--- src/tpsd_pkg.sv ---
// Shared types and constants for the TGA pixel stream decoder.
// No dependencies; all source files but tpsd_checker import this package.
package tpsd_pkg;

   localparam int ByteWidth  = 8;
   localparam int CountWidth = 31;
   localparam int PixelWidth = 24;

   localparam logic [6:0] LenMask = 7'b1111111;

   typedef enum logic {
      MODE_RAW24 = 1'b0,
      MODE_RLE32 = 1'b1
   } pixel_mode_type;

   typedef enum logic {
      CSR_PIXEL_MODE   = 1'b0,
      CSR_TOTAL_PIXELS = 1'b1
   } csr_index_type;

   typedef struct packed {
      logic                 valid;
      logic [ByteWidth-1:0] data_byte;
   } item_type;

   typedef struct packed {
      logic [ByteWidth-1:0] blue;
      logic [ByteWidth-1:0] green;
      logic [ByteWidth-1:0] red;
      logic [ByteWidth-1:0] alpha;
      logic [ByteWidth-1:0] repeat_count;
      logic                 image_end;
      logic                 run_clipped;
   } pixel_type;

endpackage

--- src/tpsd_input_reg.sv ---
// Input register stage of the TGA pixel stream decoder.
// Depends on tpsd_pkg.
module tpsd_input_reg (
   input  logic                          clock,
   input  logic                          reset,
   input  logic                          req_valid,
   input  logic [tpsd_pkg::ByteWidth-1:0] req_data_byte,
   output logic                          req_stall,
   input  logic                          out_free,
   output tpsd_pkg::item_type            item,
   output logic                          advance
);
   import tpsd_pkg::*;

   logic                 valid_ff, valid_in;
   logic [ByteWidth-1:0] byte_ff;

   assign advance   = valid_ff && out_free;
   assign req_stall = valid_ff && !out_free;

   always_comb begin
      if (!req_stall) begin
         valid_in = req_valid;
      end else begin
         valid_in = valid_ff;
      end
   end

   always_ff @(posedge clock) begin
      if (reset) begin
         valid_ff <= 1'b0;
      end else begin
         valid_ff <= valid_in;
      end
   end

   always_ff @(posedge clock) begin
      if (!req_stall && req_valid) begin
         byte_ff <= req_data_byte;
      end
   end

   assign item.valid     = valid_ff;
   assign item.data_byte = byte_ff;

endmodule

--- src/tpsd_decode.sv ---
// Configuration registers, packet state and pixel assembly logic.
// Depends on tpsd_pkg.
module tpsd_decode (
   input  logic                           clock,
   input  logic                           reset,
   input  logic                           csr_write_enable,
   input  tpsd_pkg::csr_index_type        csr_index,
   input  logic [tpsd_pkg::CountWidth-1:0] csr_write_data,
   input  tpsd_pkg::item_type             item,
   input  logic                           advance,
   output logic                           has_result,
   output tpsd_pkg::pixel_type            result
);
   import tpsd_pkg::*;

   pixel_mode_type        mode_ff;
   logic [CountWidth-1:0] total_ff;

   logic                  expect_ff, expect_in;
   logic                  is_run_ff, is_run_in;
   logic [ByteWidth-1:0]  remaining_ff, remaining_in;
   logic [1:0]            pos_ff, pos_in;
   logic [PixelWidth-1:0] partial_ff, partial_in;
   logic [CountWidth-1:0] done_ff, done_in;
   logic                  clipped_ff, clipped_in;

   logic [CountWidth-1:0] eff_total;
   logic [CountWidth:0]   diff;
   logic [CountWidth-1:0] left;
   logic [ByteWidth-1:0]  hdr_count;
   logic [ByteWidth-1:0]  rem_dec;
   logic [ByteWidth-1:0]  pix_count;
   logic [CountWidth:0]   sum;
   logic                  is_end;
   logic [PixelWidth-1:0] shifted;
   logic [ByteWidth-1:0]  data;

   always_ff @(posedge clock) begin
      if (reset) begin
         mode_ff  <= MODE_RLE32;
         total_ff <= CountWidth'(1);
      end else if (csr_write_enable) begin
         case (csr_index)
            CSR_PIXEL_MODE:   mode_ff  <= pixel_mode_type'(csr_write_data[0]);
            CSR_TOTAL_PIXELS: total_ff <= csr_write_data;
            default:          mode_ff  <= mode_ff;
         endcase
      end
   end

   assign data      = item.data_byte;
   assign eff_total = (total_ff == '0) ? CountWidth'(1) : total_ff;
   assign diff      = {1'b0, eff_total} - {1'b0, done_ff};
   assign left      = (eff_total > done_ff) ? diff[CountWidth-1:0] : CountWidth'(1);
   assign hdr_count = {1'b0, data[6:0] & LenMask} + ByteWidth'(1);
   assign shifted   = PixelWidth'(data) << {pos_ff, 3'b000};
   assign rem_dec   = (remaining_ff == '0) ? '0 : remaining_ff - ByteWidth'(1);
   assign pix_count = (mode_ff == MODE_RLE32 && is_run_ff) ? remaining_ff : ByteWidth'(1);
   assign sum       = {1'b0, done_ff} + {{(CountWidth-ByteWidth+1){1'b0}}, pix_count};
   assign is_end    = sum >= {1'b0, eff_total};

   always_comb begin
      expect_in    = expect_ff;
      is_run_in    = is_run_ff;
      remaining_in = remaining_ff;
      pos_in       = pos_ff;
      partial_in   = partial_ff;
      done_in      = done_ff;
      clipped_in   = clipped_ff;
      has_result   = 1'b0;

      result.blue         = partial_ff[7:0];
      result.green        = partial_ff[15:8];
      result.red          = data;
      result.alpha        = '0;
      result.repeat_count = pix_count;
      result.run_clipped  = 1'b0;
      result.image_end    = is_end;

      if (item.valid && advance) begin
         if (mode_ff == MODE_RAW24) begin
            if (pos_ff[1]) begin
               pos_in     = '0;
               partial_in = '0;
               has_result = 1'b1;
            end else begin
               partial_in = partial_ff | shifted;
               pos_in     = pos_ff + 2'd1;
            end
         end else if (expect_ff) begin
            if ({{(CountWidth-ByteWidth){1'b0}}, hdr_count} > left) begin
               remaining_in = left[ByteWidth-1:0];
               clipped_in   = 1'b1;
            end else begin
               remaining_in = hdr_count;
               clipped_in   = 1'b0;
            end
            is_run_in  = data[7];
            expect_in  = 1'b0;
            pos_in     = '0;
            partial_in = '0;
         end else if (pos_ff != 2'd3) begin
            partial_in = partial_ff | shifted;
            pos_in     = pos_ff + 2'd1;
         end else begin
            result.red   = partial_ff[23:16];
            result.alpha = data;
            pos_in       = '0;
            partial_in   = '0;
            has_result   = 1'b1;
            if (is_run_ff) begin
               result.run_clipped = clipped_ff;
               remaining_in       = '0;
            end else begin
               remaining_in       = rem_dec;
               result.run_clipped = clipped_ff && (rem_dec == '0);
            end
            if (remaining_in == '0) begin
               expect_in  = 1'b1;
               clipped_in = 1'b0;
            end
         end

         if (has_result) begin
            if (is_end) begin
               done_in      = '0;
               remaining_in = '0;
               clipped_in   = 1'b0;
               expect_in    = 1'b1;
            end else begin
               done_in = sum[CountWidth-1:0];
            end
         end
      end
   end

   always_ff @(posedge clock) begin
      if (reset) begin
         expect_ff    <= 1'b1;
         is_run_ff    <= 1'b0;
         remaining_ff <= '0;
         pos_ff       <= '0;
         partial_ff   <= '0;
         done_ff      <= '0;
         clipped_ff   <= 1'b0;
      end else begin
         expect_ff    <= expect_in;
         is_run_ff    <= is_run_in;
         remaining_ff <= remaining_in;
         pos_ff       <= pos_in;
         partial_ff   <= partial_in;
         done_ff      <= done_in;
         clipped_ff   <= clipped_in;
      end
   end

endmodule

--- src/tpsd_output_reg.sv ---
// Result register stage of the TGA pixel stream decoder.
// Depends on tpsd_pkg.
module tpsd_output_reg (
   input  logic                           clock,
   input  logic                           reset,
   input  logic                           load,
   input  tpsd_pkg::pixel_type            result,
   output logic                           out_free,
   output logic                           rsp_valid,
   input  logic                           rsp_stall,
   output tpsd_pkg::pixel_type            rsp_pixel
);
   import tpsd_pkg::*;

   logic      valid_ff, valid_in;
   pixel_type pixel_ff;

   assign out_free = !valid_ff || !rsp_stall;

   always_comb begin
      if (load) begin
         valid_in = 1'b1;
      end else if (out_free) begin
         valid_in = 1'b0;
      end else begin
         valid_in = valid_ff;
      end
   end

   always_ff @(posedge clock) begin
      if (reset) begin
         valid_ff <= 1'b0;
      end else begin
         valid_ff <= valid_in;
      end
   end

   always_ff @(posedge clock) begin
      if (load) begin
         pixel_ff <= result;
      end
   end

   assign rsp_valid = valid_ff;
   assign rsp_pixel = pixel_ff;

endmodule

--- src/tga_pixel_stream_decoder_core.sv ---
// Top level of the TGA pixel stream decoder.
// Depends on tpsd_pkg, tpsd_input_reg, tpsd_decode and tpsd_output_reg.
//
// Takes one payload byte per cycle and emits decoded pixels with a repeat
// count; the consumer expands runs. A byte is captured in the input register,
// decoded against the packet state once the result register is free, and a
// finished pixel lands in the result register. One byte is accepted every
// cycle as long as the result register is free or being drained; header
// bytes and partial pixel bytes produce no result. Configuration must be
// written by the user only while the block is idle, which it does not check.
module tga_pixel_stream_decoder_core (
   input  logic        clock,
   input  logic        reset,
   input  logic        csr_write_enable,
   input  logic        csr_index,
   input  logic [30:0] csr_write_data,
   input  logic        req_valid,
   input  logic [7:0]  req_data_byte,
   output logic        req_stall,
   output logic        rsp_valid,
   input  logic        rsp_stall,
   output logic [7:0]  rsp_blue,
   output logic [7:0]  rsp_green,
   output logic [7:0]  rsp_red,
   output logic [7:0]  rsp_alpha,
   output logic [7:0]  rsp_repeat_count,
   output logic        rsp_image_end,
   output logic        rsp_run_clipped
);
   import tpsd_pkg::*;

   item_type  item;
   pixel_type result;
   pixel_type rsp_pixel;
   logic      advance;
   logic      out_free;
   logic      has_result;

   tpsd_input_reg u_input_reg (
      .clock         (clock),
      .reset         (reset),
      .req_valid     (req_valid),
      .req_data_byte (req_data_byte),
      .req_stall     (req_stall),
      .out_free      (out_free),
      .item          (item),
      .advance       (advance)
   );

   tpsd_decode u_decode (
      .clock            (clock),
      .reset            (reset),
      .csr_write_enable (csr_write_enable),
      .csr_index        (csr_index_type'(csr_index)),
      .csr_write_data   (csr_write_data),
      .item             (item),
      .advance          (advance),
      .has_result       (has_result),
      .result           (result)
   );

   tpsd_output_reg u_output_reg (
      .clock     (clock),
      .reset     (reset),
      .load      (has_result),
      .result    (result),
      .out_free  (out_free),
      .rsp_valid (rsp_valid),
      .rsp_stall (rsp_stall),
      .rsp_pixel (rsp_pixel)
   );

   assign rsp_blue         = rsp_pixel.blue;
   assign rsp_green        = rsp_pixel.green;
   assign rsp_red          = rsp_pixel.red;
   assign rsp_alpha        = rsp_pixel.alpha;
   assign rsp_repeat_count = rsp_pixel.repeat_count;
   assign rsp_image_end    = rsp_pixel.image_end;
   assign rsp_run_clipped  = rsp_pixel.run_clipped;

endmodule

--- config.mk ---
export PLATFORM = sky130hd
export DESIGN_NAME = tga_pixel_stream_decoder_core
export DESIGN_NICKNAME = d
export VERILOG_FILES = /design/src/tpsd_pkg.sv /design/src/tpsd_input_reg.sv /design/src/tpsd_decode.sv /design/src/tpsd_output_reg.sv /design/src/tga_pixel_stream_decoder_core.sv
export SDC_FILE = /design/constraint.sdc
export NUM_CORES = 1
export LEC_CHECK = 0
export BUFFER_PORTS_ARGS = -buffer_cell sky130_fd_sc_hd__buf_2
export CAP_MARGIN = 0
export CORE_AREA = 2 2 161 124
export DETAILED_ROUTE_END_ITERATION = 8
export DIE_AREA = 0 0 163 126
export PLACE_DENSITY = 0.76
export RECOVER_POWER = 100
export SYNTH_ARGS = -nofsm -noshare
export SYNTH_HDL_FRONTEND = slang
export SYNTH_SLANG_ARGS = --single-unit
--- constraint.sdc ---
create_clock -name clock -period 5.7 [get_ports clock]
set_input_delay 1.14 -clock clock [delete_from_list [all_inputs] [get_ports clock]]
set_output_delay 1.14 -clock clock [all_outputs]
set_load 0.01 [all_outputs]
=== Word-level counts from Yosys, hierarchy flattened ===
Index checks and enable logic that the tools add are counted.

* Flip-flop bits (word level): 152
* Input port bits: 45

* Add/subtract/negate cells: 5
* Magnitude comparators: 3
* Equal/unequal tests: 1
* Shifts and indexed selects: 1
* Muxes and demuxes: 50
* Bitwise gates (word level): 4
* Reduce and logical (&&, ||, !) cells: 21

{| class="wikitable"
|+ Operators with widths
! cell !! number
|-
| $mux 8 || 13
|-
| $mux 24 || 4
|-
| $mux 31 || 3
|-
| $mux 16 || 4
|-
| $add 31x8->32 || 1
|-
| $ge 32x31->1 || 1
|-
| $gt 31x31->1 || 1
|-
| $gt 8x31->1 || 1
|-
| $logic_not 31->1 || 1
|-
| $sub 31x31->31 || 1
|-
| $logic_not 8->1 || 3
|-
| $or 24x24->24 || 1
|-
| $shl 8x5->24 || 1
|-
| $mux 1 || 22
|-
| $add 7x1->8 const B || 1
|-
| $mux 2 || 4
|-
| $sub 8x1->8 const B || 1
|-
| $logic_and 1x1->1 || 6
|-
| $reduce_and 2->1 || 3
|-
| $logic_not 1->1 || 4
|-
| $reduce_or 4->1 || 1
|-
| $not 1->1 || 3
|-
| $reduce_and 3->1 || 1
|-
| $add 2x1->2 const B || 1
|-
| other kinds (3) || 3
|}

=== Longest topological paths before layout ===
Gate-level depths: netlist of the first run.

* Depth after elaboration: 14
* Depth in mapped cells: 29
* Gate-level depth less buffers: 27

=== Modules after synthesis ===
Synthesis of the first run repeated with hierarchy kept, for this count alone.

* Cell total of the unflattened synthesis: 1294
* Area, all modules: 10556.4 µm²

{| class="wikitable"
|+ By module, submodules not included
! module !! times used !! cells an instance !! area an instance (µm²) !! seq. area each (µm²)
|-
| tpsd_decode || 1 || 1234 || 8958.6 || 2001.9
|-
| tpsd_output_reg || 1 || 46 || 1293.7 || 1281.2
|-
| tpsd_input_reg || 1 || 14 || 304.0 || 260.2
|}

=== Worst setup path before layout of the first run ===
Ideal clock, no wire load.

* Path type: register to register
* From: register u_decode.mode_ff
* To: register u_decode.done_ff[11]
* Setup time: 0.073 ns
* Data arrival time: 5.428 ns
* Path slack: 0.200 ns
* Cell stages (with the launch flop): 29
* Path buffers: 5
* Clock period less this slack: 5.500 ns
* Path through: dfxtp_1 clkbuf_1 clkbuf_1 nand3_1 ha_1 fa_1 a21o_1 a21oi_1 o21ai_0 a21oi_1 o21bai_1 a21oi_1 and4b_1 and2_1 clkbuf_1 nand2_1 xnor2_1 ha_1 a21o_1 a21o_1 a21oi_1 a21oi_1 o21ai_0 a31oi_1 nor4_2 clkbuf_1 buf_2 nand3_1 a21oi_1

{| class="wikitable"
|+ RTL lines
! item !! RTL line !! RTL
|-
| start: declaration || tpsd_decode.sv:16 || <nowiki>pixel_mode_type mode_ff;</nowiki>
|-
| start signal: assignment || tpsd_decode.sv:44 || <nowiki>CSR_PIXEL_MODE: mode_ff <= pixel_mode_type'(csr_write_data[0]);</nowiki>
|-
| start signal: assignment || tpsd_decode.sv:46 || <nowiki>default: mode_ff <= mode_ff;</nowiki>
|-
| end signal: assignment || tpsd_decode.sv:152 || <nowiki>done_ff <= done_in;</nowiki>
|-
| end: declaration || tpsd_decode.sv:24 || <nowiki>logic [CountWidth-1:0] done_ff, done_in;</nowiki>
|}

=== Worst setup path in the final report of the first run ===
* From: register u_decode.total_ff[19]
* To: register u_decode.remaining_ff[7]

* Word-level cells in the longest chain between the ends: 10
* Elaborated cells on any way between the ends: 12

{| class="wikitable"
|+ RTL lines
! item !! RTL line !! RTL
|-
| start: declaration || tpsd_decode.sv:17 || <nowiki>logic [CountWidth-1:0] total_ff;</nowiki>
|-
| start signal: assignment || tpsd_decode.sv:41 || <nowiki>total_ff <= CountWidth'(1);</nowiki>
|-
| start signal: assignment || tpsd_decode.sv:45 || <nowiki>CSR_TOTAL_PIXELS: total_ff <= csr_write_data;</nowiki>
|-
| $logic_not 31->1 || tpsd_decode.sv:52 || <nowiki>assign eff_total = (total_ff == '0) ? CountWidth'(1) : total_ff;</nowiki>
|-
| $mux 31 * || tpsd_decode.sv:52 ||
|-
| $sub 31x31->31 or $gt 31x31->1 (tied branches) || tpsd_decode.sv:53, tpsd_decode.sv:54 ||
|-
| $mux 31 || tpsd_decode.sv:54 || <nowiki>assign left = (eff_total > done_ff) ? diff[CountWidth-1:0] : CountWidth'(1);</nowiki>
|-
| $gt 8x31->1 || tpsd_decode.sv:91 || <nowiki>if ({{(CountWidth-ByteWidth){1'b0}}, hdr_count} > left) begin</nowiki>
|-
| $mux 8 || tpsd_decode.sv:91 ||
|-
| $mux 8 || tpsd_decode.sv:90 || <nowiki>end else if (expect_ff) begin</nowiki>
|-
| $mux 8 || tpsd_decode.sv:81 || <nowiki>if (mode_ff == MODE_RAW24) begin</nowiki>
|-
| $mux 8 || tpsd_decode.sv:125 || <nowiki>if (is_end) begin</nowiki>
|-
| $mux 8 * || tpsd_decode.sv:124 || <nowiki>if (has_result) begin</nowiki>
|-
| end signal: assignment || tpsd_decode.sv:149 || <nowiki>remaining_ff <= remaining_in;</nowiki>
|-
| end: declaration || tpsd_decode.sv:21 || <nowiki>logic [ByteWidth-1:0] remaining_ff, remaining_in;</nowiki>
|}

Mark *: on every way between the ends. The rest lies on a longest branch, timed or not.
A chain may end at the register's enable or synchronous reset.

==> flow_summary.html, run 1 <==
<table>
<tr><th>Metric</th><th>Value</th></tr>
<tr><th colspan="2">Route</th></tr>
<tr><td>Average wire per cell in the routed design</td><td>19.8 um</td></tr>
<tr><td>Wirelength, routed</td><td>30600 um</td></tr>
<tr><td>Post-detailed-route via-to-cell ratio</td><td>6.15</td></tr>
<tr><td>Drt initial violations</td><td>1162</td></tr>
<tr><td>Antenna-violating nets left</td><td>0</td></tr>
<tr><td>Via count</td><td>9477</td></tr>
<tr><td>Count of TritonRoute iterations in the first routing pass</td><td>7</td></tr>
<tr><td>DRC violations left</td><td>0</td></tr>
<tr><th colspan="2">Layout</th></tr>
<tr><td>Post-layout util</td><td>0.594</td></tr>
<tr><td>N_diodes</td><td>0</td></tr>
<tr><td>Nets</td><td>1409</td></tr>
<tr><td>Post-route insts no fill</td><td>1542</td></tr>
<tr><td>Share of layout cells above drive strength 1</td><td>0.103</td></tr>
<tr><td>Most common cell after layout, fill and taps aside</td><td>nand2_1</td></tr>
<tr><td>Layout overhead on the synthesized area</td><td>10.4%</td></tr>
<tr><td>Highest-count cells in the layout ignoring fill and taps</td><td>nand2_1, a21oi_1, dfxtp_1</td></tr>
<tr><th colspan="2">Critical path</th></tr>
<tr><td>Sum of buffers and inverters on the critical path</td><td>1</td></tr>
<tr><td>Cell repeated most along the worst path</td><td>o21a_1</td></tr>
<tr><td>Crit path depth</td><td>25</td></tr>
<tr><td>Nature of the critical path startpoint</td><td>flop</td></tr>
<tr><td>Worst Setup End Kind</td><td>flop</td></tr>
<tr><td>Launch point of the critical path</td><td>u_decode.total_ff[19]</td></tr>
<tr><td>Critical Path AT</td><td>5.77 ns</td></tr>
<tr><td>Path depth of the worst reg2reg path</td><td>25</td></tr>
<tr><td>Worst r2r src</td><td>u_decode.total_ff[19]</td></tr>
<tr><td>Capture point of the worst reg-to-reg path</td><td>u_decode.remaining_ff[7]</td></tr>
<tr><td>Maximum fanout along the worst path</td><td>6</td></tr>
<tr><td>Last element of the critical path</td><td>u_decode.remaining_ff[7]</td></tr>
<tr><td>Crit-path max cell delay</td><td>0.49 ns</td></tr>
<tr><td>Critical path class</td><td>reg2reg</td></tr>
<tr><td>Setup slack on the worst flop-to-flop path</td><td>0.31 ns</td></tr>
<tr><td>Required @ worst endpoint</td><td>6.08 ns</td></tr>
<tr><td>Largest delay share family, worst path</td><td>compound AO/OA/AOI/OAI gates</td></tr>
<tr><td>Cell type of the slowest stage on the worst timing path</td><td>or3b_2</td></tr>
<tr><th colspan="2">Floorplanning</th></tr>
<tr><td>Core outline area</td><td>19000 um^2</td></tr>
<tr><td>Count of pins on the block boundary</td><td>89</td></tr>
<tr><td>Chip width</td><td>163 um</td></tr>
<tr><td>Chip Height</td><td>126 um</td></tr>
<tr><td>Effective utilization at floorplan</td><td>0.538</td></tr>
<tr><td>Row count</td><td>44</td></tr>
<tr><td>Die area</td><td>20500 um^2</td></tr>
<tr><th colspan="2">Synth</th></tr>
<tr><td>Post-synthesis net count</td><td>1374</td></tr>
<tr><td>Cell count after synthesis</td><td>1241</td></tr>
<tr><td>Register area share after synthesis</td><td>0.347</td></tr>
<tr><td>Ys flop type</td><td>dfxtp_1</td></tr>
<tr><td>Share of flip-flops with an asynchronous set or reset after synthesis</td><td>0</td></tr>
<tr><td>Leading cell types by total area after synthesis</td><td>dfxtp_1, edfxtp_1, ha_1</td></tr>
<tr><td>Yosys warns</td><td>0</td></tr>
<tr><td>Area share of the largest cell type after synthesis</td><td>0.200</td></tr>
<tr><td>Cell taking the most area after synthesis</td><td>dfxtp_1</td></tr>
<tr><td>Count of different cell masters after synthesis</td><td>88</td></tr>
<tr><td>Post-Synthesis Mean Instance Area</td><td>8.23 um^2</td></tr>
<tr><td>Number of enable flip-flop cells after synthesis</td><td>50</td></tr>
<tr><td>Area of the mapped netlist</td><td>10200 um^2</td></tr>
<tr><td>Register bit count reported by yosys</td><td>152</td></tr>
<tr><th colspan="2">STA</th></tr>
<tr><td>Worst-Margin Slew</td><td>1.59 ns</td></tr>
<tr><td>Portion of the clock cycle consumed by the worst path in the final layout</td><td>0.946</td></tr>
<tr><td>Setup repair after global routing missed its margin</td><td>yes</td></tr>
<tr><td>Final Slew Violations</td><td>32</td></tr>
<tr><td>Post-Route Hold Slack</td><td>0.426 ns</td></tr>
<tr><td>Min Tclk post-route</td><td>5.39 ns</td></tr>
<tr><td>Final setup viols</td><td>0</td></tr>
<tr><td>Fmax achieved</td><td>0.185 GHz</td></tr>
<tr><td>Hold Vio Cnt, Final</td><td>0</td></tr>
<tr><td>Headroom to the max-slew limit</td><td>-0.0633</td></tr>
<tr><td>Setup Skew</td><td>0.00998 ns</td></tr>
<tr><th colspan="2">GRT</th></tr>
<tr><td>Busiest grt layer</td><td>met1</td></tr>
<tr><td>Maximum number of pins on one net before global-route repair</td><td>74</td></tr>
<tr><td>Wire length of the first global-routing pass</td><td>47800 um</td></tr>
<tr><td>Number of antenna violations at the first check in global routing</td><td>0</td></tr>
<tr><td>Global-route met2 utilization</td><td>0.398</td></tr>
<tr><td>Global-route congestion overflow total</td><td>0</td></tr>
<tr><td>Total GRT Usage</td><td>0.300</td></tr>
<tr><td>Number of global-route vias before repair</td><td>8774</td></tr>
<tr><td>Global Route met1 Usage</td><td>0.470</td></tr>
<tr><td>Met3 Track Usage GR</td><td>0.0939</td></tr>
<tr><th colspan="2">Clock network</th></tr>
<tr><td>CTS buffer count</td><td>17</td></tr>
<tr><td>Latest clock arrival within the worst-skew pair</td><td>0.44 ns</td></tr>
<tr><td>Hold bufs inserted after CTS</td><td>0</td></tr>
<tr><td>CTS tree</td><td>yes</td></tr>
<tr><td>Sink count of the clock tree</td><td>152</td></tr>
<tr><td>Maximum count of clock buffers along a single path</td><td>2</td></tr>
<tr><td>Clock transition at the registers of the reported paths</td><td>0.06 ns</td></tr>
<tr><td>Number of H-tree levels</td><td>4</td></tr>
<tr><td>Cell at the root of the clock tree</td><td>clkbuf_16</td></tr>
<tr><th colspan="2">Place</th></tr>
<tr><td>RD Place Congestion</td><td>0.967</td></tr>
<tr><td>Total of buffers placed on input and output ports</td><td>88</td></tr>
<tr><td>Number of placed instances with taps included</td><td>1509</td></tr>
<tr><td>DPL Wire Length</td><td>23000 um</td></tr>
<tr><th colspan="2">Power and ir drop</th></tr>
<tr><td>Worst vdd rail ir drop</td><td>151 uV</td></tr>
<tr><td>Cell Pwr Density</td><td>258 nW/um^2</td></tr>
<tr><td>Leakage dissipation</td><td>0.00463 uW</td></tr>
<tr><th colspan="2">Outcome</th></tr>
<tr><td>Run status</td><td>finished with violations</td></tr>
<tr><td>Failing checks</td><td>capacitance limit, slew limit</td></tr>
<tr><th colspan="2">Worst hold path</th></tr>
<tr><td>Hold Crit Start</td><td>u_decode.partial_ff[5]</td></tr>
<tr><td>Tightest Hold Check Type</td><td>reg2reg</td></tr>
<tr><th colspan="2">Flow run</th></tr>
<tr><td>Maximum capacitance violations</td><td>1</td></tr>
</table>
[sequential cells by signal (all words and copies together) (netlist names)]
signal,flops
u_output_reg.rsp_pixel,42
u_decode.done_ff,31
u_decode.total_ff,31
u_decode.partial_ff,24
u_decode.remaining_ff,8
u_input_reg.byte_ff,8
u_decode.pos_ff,2
u_decode.clipped_ff,1
u_decode.expect_ff,1
u_decode.is_run_ff,1
u_decode.mode_ff,1
u_input_reg.valid_ff,1
u_output_reg.rsp_valid,1
[stage by stage]
step	power, uW	cell area [um^2]	setup TNS (ns)	setup slack, ns
final	2910	11300	0	0.308
after global routing	3030	11300	-0.0400	-0.0111
after CTS	2880	11300	0	0.225
after detailed placement	1780	10700	0	0.286
after global placement	1780	10700	0	0.316
after floorplan	1630	10200	0	0.200
[per-layer routing]
metal / routed length, um / share of wire / up-vias
li1: - / - / 4498
met1: 14500 / 0.48 / 4417
met2: 11800 / 0.39 / 521
met3: 3870 / 0.13 / 41
met4: 364 / 0.012 / 0
met5: 0 / 0 / -
[synth_stat cells, types with 8 or more instances]
library cell	n
nand2_1	169
a21oi_1	137
dfxtp_1	102
ha_1	86
inv_1	80
nor2_1	75
clkbuf_1	72
edfxtp_1	50
nand3_1	45
o21ai_0	45
xnor2_1	35
and3_1	27
a21o_1	25
nand4_1	22
o21a_1	16
and2_1	14
nor3_1	14
xor2_1	14
nor4_1	12
a31oi_1	11
nand2b_1	11
a22oi_1	10
buf_2	8
mux2_2	8
[power breakdown]
| group | total, uW | internal [uW] | switching, uW |
|---|---|---|---|
| clock | 1110 | 617 | 493 |
| sequential | 1180 | 1140 | 38.4 |
| combinational | 624 | 237 | 387 |
[worst min path at each step]
stage,endpoint,cells after the start
after floorplan,u_output_reg.rsp_pixel[26],0
after global placement,u_output_reg.rsp_pixel[40],0
after detailed placement,u_output_reg.rsp_pixel[28],0
after CTS,u_output_reg.rsp_pixel[39],0
after global routing,u_output_reg.rsp_pixel[34],0
final,u_output_reg.rsp_pixel[39],0
[final cells by class]
cell class | count | area, um^2
Fill cell | 1683 | 7720
Multi-Input combinational cell | 919 | 6050
Sequential cell | 152 | 3540
Timing Repair Buffer | 104 | 499
Clock buffer | 19 | 443
Tap cell | 253 | 317
Inverter | 82 | 308
Clock inverter | 13 | 120
[cells by family after synthesis]
| group | synth area share |
|---|---|
| AO/OA/AOI/OAI | 0.209 |
| AND/OR/NAND/NOR | 0.211 |
| multiplexers | 0.0147 |
| adder cells (fa/ha/maj) | 0.109 |
| XOR/XNOR | 0.0420 |
| buffers and inverters | 0.0671 |
| flip-flops | 0.347 |
[repair_timing]
action	in CTS	in global routing
setup buffers	0	1
endpoints found under the setup margin	0	26
resized for setup	0	11
[worst reg2reg max path, delay by kind of cell, from the launching register on]
family	cells	cell delay, ns
flops	1	0.35
compound gates	12	2.44
fa+ha+maj	2	0.49
simple gates	10	2.03
buf+inv	1	0.05
(Power assumes the default switching activity.)
==> run 2, diff against run 1 <==
BUFFER_PORTS_ARGS = not set   (was -buffer_cell sky130_fd_sc_hd__buf_2)
CTS_BUF_LIST = sky130_fd_sc_hd__clkbuf_16   (was not set)
DONT_BUFFER_PORTS = 1   (was not set)
PLACE_DENSITY = 0.72   (was 0.76)
SKIP_LAST_GASP = 1   (was not set)
==> flow_summary.html, run 2 (synthesized netlist as in run 1, its figures left out) <==
<table>
<tr><th>Metric</th><th>Value</th></tr>
<tr><th colspan="2">GRT</th></tr>
<tr><td>Maximum number of pins on one net before global-route repair</td><td>75</td></tr>
<tr><td>Global-route congestion overflow total</td><td>0</td></tr>
<tr><td>Number of global-route vias before repair</td><td>8340</td></tr>
<tr><td>Number of antenna violations at the first check in global routing</td><td>1</td></tr>
<tr><td>Total GRT Usage</td><td>0.302</td></tr>
<tr><td>Wire length of the first global-routing pass</td><td>48100 um</td></tr>
<tr><th colspan="2">Floorplanning</th></tr>
<tr><td>Chip Height</td><td>126 um</td></tr>
<tr><td>Chip width</td><td>163 um</td></tr>
<tr><td>Effective utilization at floorplan</td><td>0.538</td></tr>
<tr><td>Row count</td><td>44</td></tr>
<tr><td>Count of pins on the block boundary</td><td>89</td></tr>
<tr><td>Core outline area</td><td>19000 um^2</td></tr>
<tr><td>Die area</td><td>20500 um^2</td></tr>
<tr><th colspan="2">STA</th></tr>
<tr><td>Portion of the clock cycle consumed by the worst path in the final layout</td><td>0.954</td></tr>
<tr><td>Fmax achieved</td><td>0.184 GHz</td></tr>
<tr><td>Headroom to the max-slew limit</td><td>-0.284</td></tr>
<tr><td>Min Tclk post-route</td><td>5.44 ns</td></tr>
<tr><td>Setup Skew</td><td>0.0130 ns</td></tr>
<tr><td>Final setup viols</td><td>0</td></tr>
<tr><td>Worst-Margin Slew</td><td>1.93 ns</td></tr>
<tr><td>Smallest setup slack after layout</td><td>0.260 ns</td></tr>
<tr><td>Final Slew Violations</td><td>67</td></tr>
<tr><td>Hold Vio Cnt, Final</td><td>0</td></tr>
<tr><td>Final setup TNS</td><td>0 ns</td></tr>
<tr><th colspan="2">Power and ir drop</th></tr>
<tr><td>Worst vdd rail ir drop</td><td>155 uV</td></tr>
<tr><td>Cell Pwr Density</td><td>270 nW/um^2</td></tr>
<tr><td>Power, Total</td><td>2960 uW</td></tr>
<tr><td>Leakage dissipation</td><td>0.00443 uW</td></tr>
<tr><th colspan="2">Critical path</th></tr>
<tr><td>Critical path class</td><td>reg2reg</td></tr>
<tr><td>Maximum fanout along the worst path</td><td>9</td></tr>
<tr><td>Worst Setup End Kind</td><td>flop</td></tr>
<tr><td>Nature of the critical path startpoint</td><td>flop</td></tr>
<tr><td>Cell repeated most along the worst path</td><td>a21oi_1</td></tr>
<tr><td>Crit-path max cell delay</td><td>0.40 ns</td></tr>
<tr><td>Critical Path AT</td><td>5.81 ns</td></tr>
<tr><td>Required @ worst endpoint</td><td>6.07 ns</td></tr>
<tr><td>Cell type of the slowest stage on the worst timing path</td><td>fa_1</td></tr>
<tr><th colspan="2">Layout</th></tr>
<tr><td>Highest-count cells in the layout ignoring fill and taps</td><td>nand2_1, a21oi_1, dfxtp_1</td></tr>
<tr><td>Layout overhead on the synthesized area</td><td>7.32%</td></tr>
<tr><td>Most common cell after layout, fill and taps aside</td><td>nand2_1</td></tr>
<tr><td>Largest register FFs</td><td>42</td></tr>
<tr><td>Share of layout cells above drive strength 1</td><td>0.0822</td></tr>
<tr><td>Nets</td><td>1324</td></tr>
<tr><td>Post-layout util</td><td>0.577</td></tr>
<tr><td>N_diodes</td><td>0</td></tr>
<tr><th colspan="2">Place</th></tr>
<tr><td>RD Place Congestion</td><td>0.970</td></tr>
<tr><td>Worst slack after detailed placement</td><td>0.230 ns</td></tr>
<tr><td>Total of buffers placed on input and output ports</td><td>0</td></tr>
<tr><td>DPL Wire Length</td><td>22900 um</td></tr>
<tr><th colspan="2">Route</th></tr>
<tr><td>Drt initial violations</td><td>1235</td></tr>
<tr><td>Post-detailed-route via-to-cell ratio</td><td>6.30</td></tr>
<tr><td>Count of TritonRoute iterations in the first routing pass</td><td>7</td></tr>
<tr><td>Via count</td><td>9176</td></tr>
<tr><td>Average wire per cell in the routed design</td><td>21.1 um</td></tr>
<tr><td>DRC violations left</td><td>0</td></tr>
<tr><td>Wirelength, routed</td><td>30700 um</td></tr>
<tr><td>Antenna-violating nets left</td><td>0</td></tr>
<tr><th colspan="2">Clock network</th></tr>
<tr><td>Latest clock arrival within the worst-skew pair</td><td>0.44 ns</td></tr>
<tr><td>Sink count of the clock tree</td><td>152</td></tr>
<tr><td>Clock transition at the registers of the reported paths</td><td>0.07 ns</td></tr>
<tr><td>Hold bufs inserted after CTS</td><td>0</td></tr>
<tr><td>CTS tree</td><td>yes</td></tr>
<tr><td>Cell at the root of the clock tree</td><td>clkbuf_16</td></tr>
<tr><td>CTS buffer count</td><td>17</td></tr>
<tr><td>Number of H-tree levels</td><td>4</td></tr>
<tr><td>Maximum count of clock buffers along a single path</td><td>2</td></tr>
<tr><th colspan="2">Flow run</th></tr>
<tr><td>Maximum capacitance violations</td><td>2</td></tr>
<tr><th colspan="2">Outcome</th></tr>
<tr><td>Run status</td><td>finished with violations</td></tr>
<tr><td>Failing checks</td><td>capacitance limit, slew limit</td></tr>
<tr><th colspan="2">Worst hold path</th></tr>
<tr><td>Tightest Hold Check Type</td><td>reg2reg</td></tr>
</table>
[run 2: repair_timing]
item | 4_1_cts | 5_1_grt
gates resized for setup | 0 | 16
setup endpoints to repair | 0 | 27
buffers inserted | 0 | 4
[run 2: path summary, 6_finish.rpt]
check,from,depth (start not counted),end,slack [ns]
worst min-delay path,u_decode.partial_ff[0],0,u_output_reg.rsp_pixel[34],0.43
worst max register to register,u_decode.remaining_ff[0],27,u_decode.remaining_ff[7],0.26
worst min register to register,u_decode.partial_ff[0],0,u_output_reg.rsp_pixel[34],0.43
worst max-delay path,u_decode.remaining_ff[0],27,u_decode.remaining_ff[7],0.26
[run 2: power by group]
| part | switching, uW | internal, uW |
|---|---|---|
| Combinational | 373 | 229 |
| Clock | 531 | 647 |
| Sequential | 39.4 | 1140 |
[run 2: layout make-up]
cell class / count / area (um^2)
Clock inverter: 14 / 149
Tap cell: 253 / 317
Multi-Input combinational cell: 919 / 6060
Inverter: 82 / 310
Fill cell: 1677 / 8030
Sequential cell: 152 / 3540
Timing Repair Buffer: 19 / 135
Clock buffer: 18 / 450
[run 2: through the flow]
step           cell area (um^2)  std cells  hold WS [ns]
2_1_floorplan             10200       1241         0.409
3_3_place_gp              10300       1421         0.415
3_5_place_dp              10300       1421         0.415
4_1_cts                   10900       1453         0.431
5_1_grt                   11000       1457         0.447
6_report                  11000       1457         0.430
[run 2: critical path, delay by kind of cell (launching register included)]
kind	cells	cell delay, ns
buffers and inverters	2	0.28
adders and majority gates	3	0.84
xor gates and xnor gates	1	0.08
DFF	1	0.32
and+or+nand+nor	7	1.45
AOI/OAI and AO/OA	14	2.41
[run 2: per-layer routing]
metal,up-vias,share of wire,global-route usage
li1,4315,-,-
met1,4309,0.48,0.474
met2,506,0.40,0.403
met3,44,0.12,0.0912
met4,2,0.012,0.0588
met5,-,0.00039,0
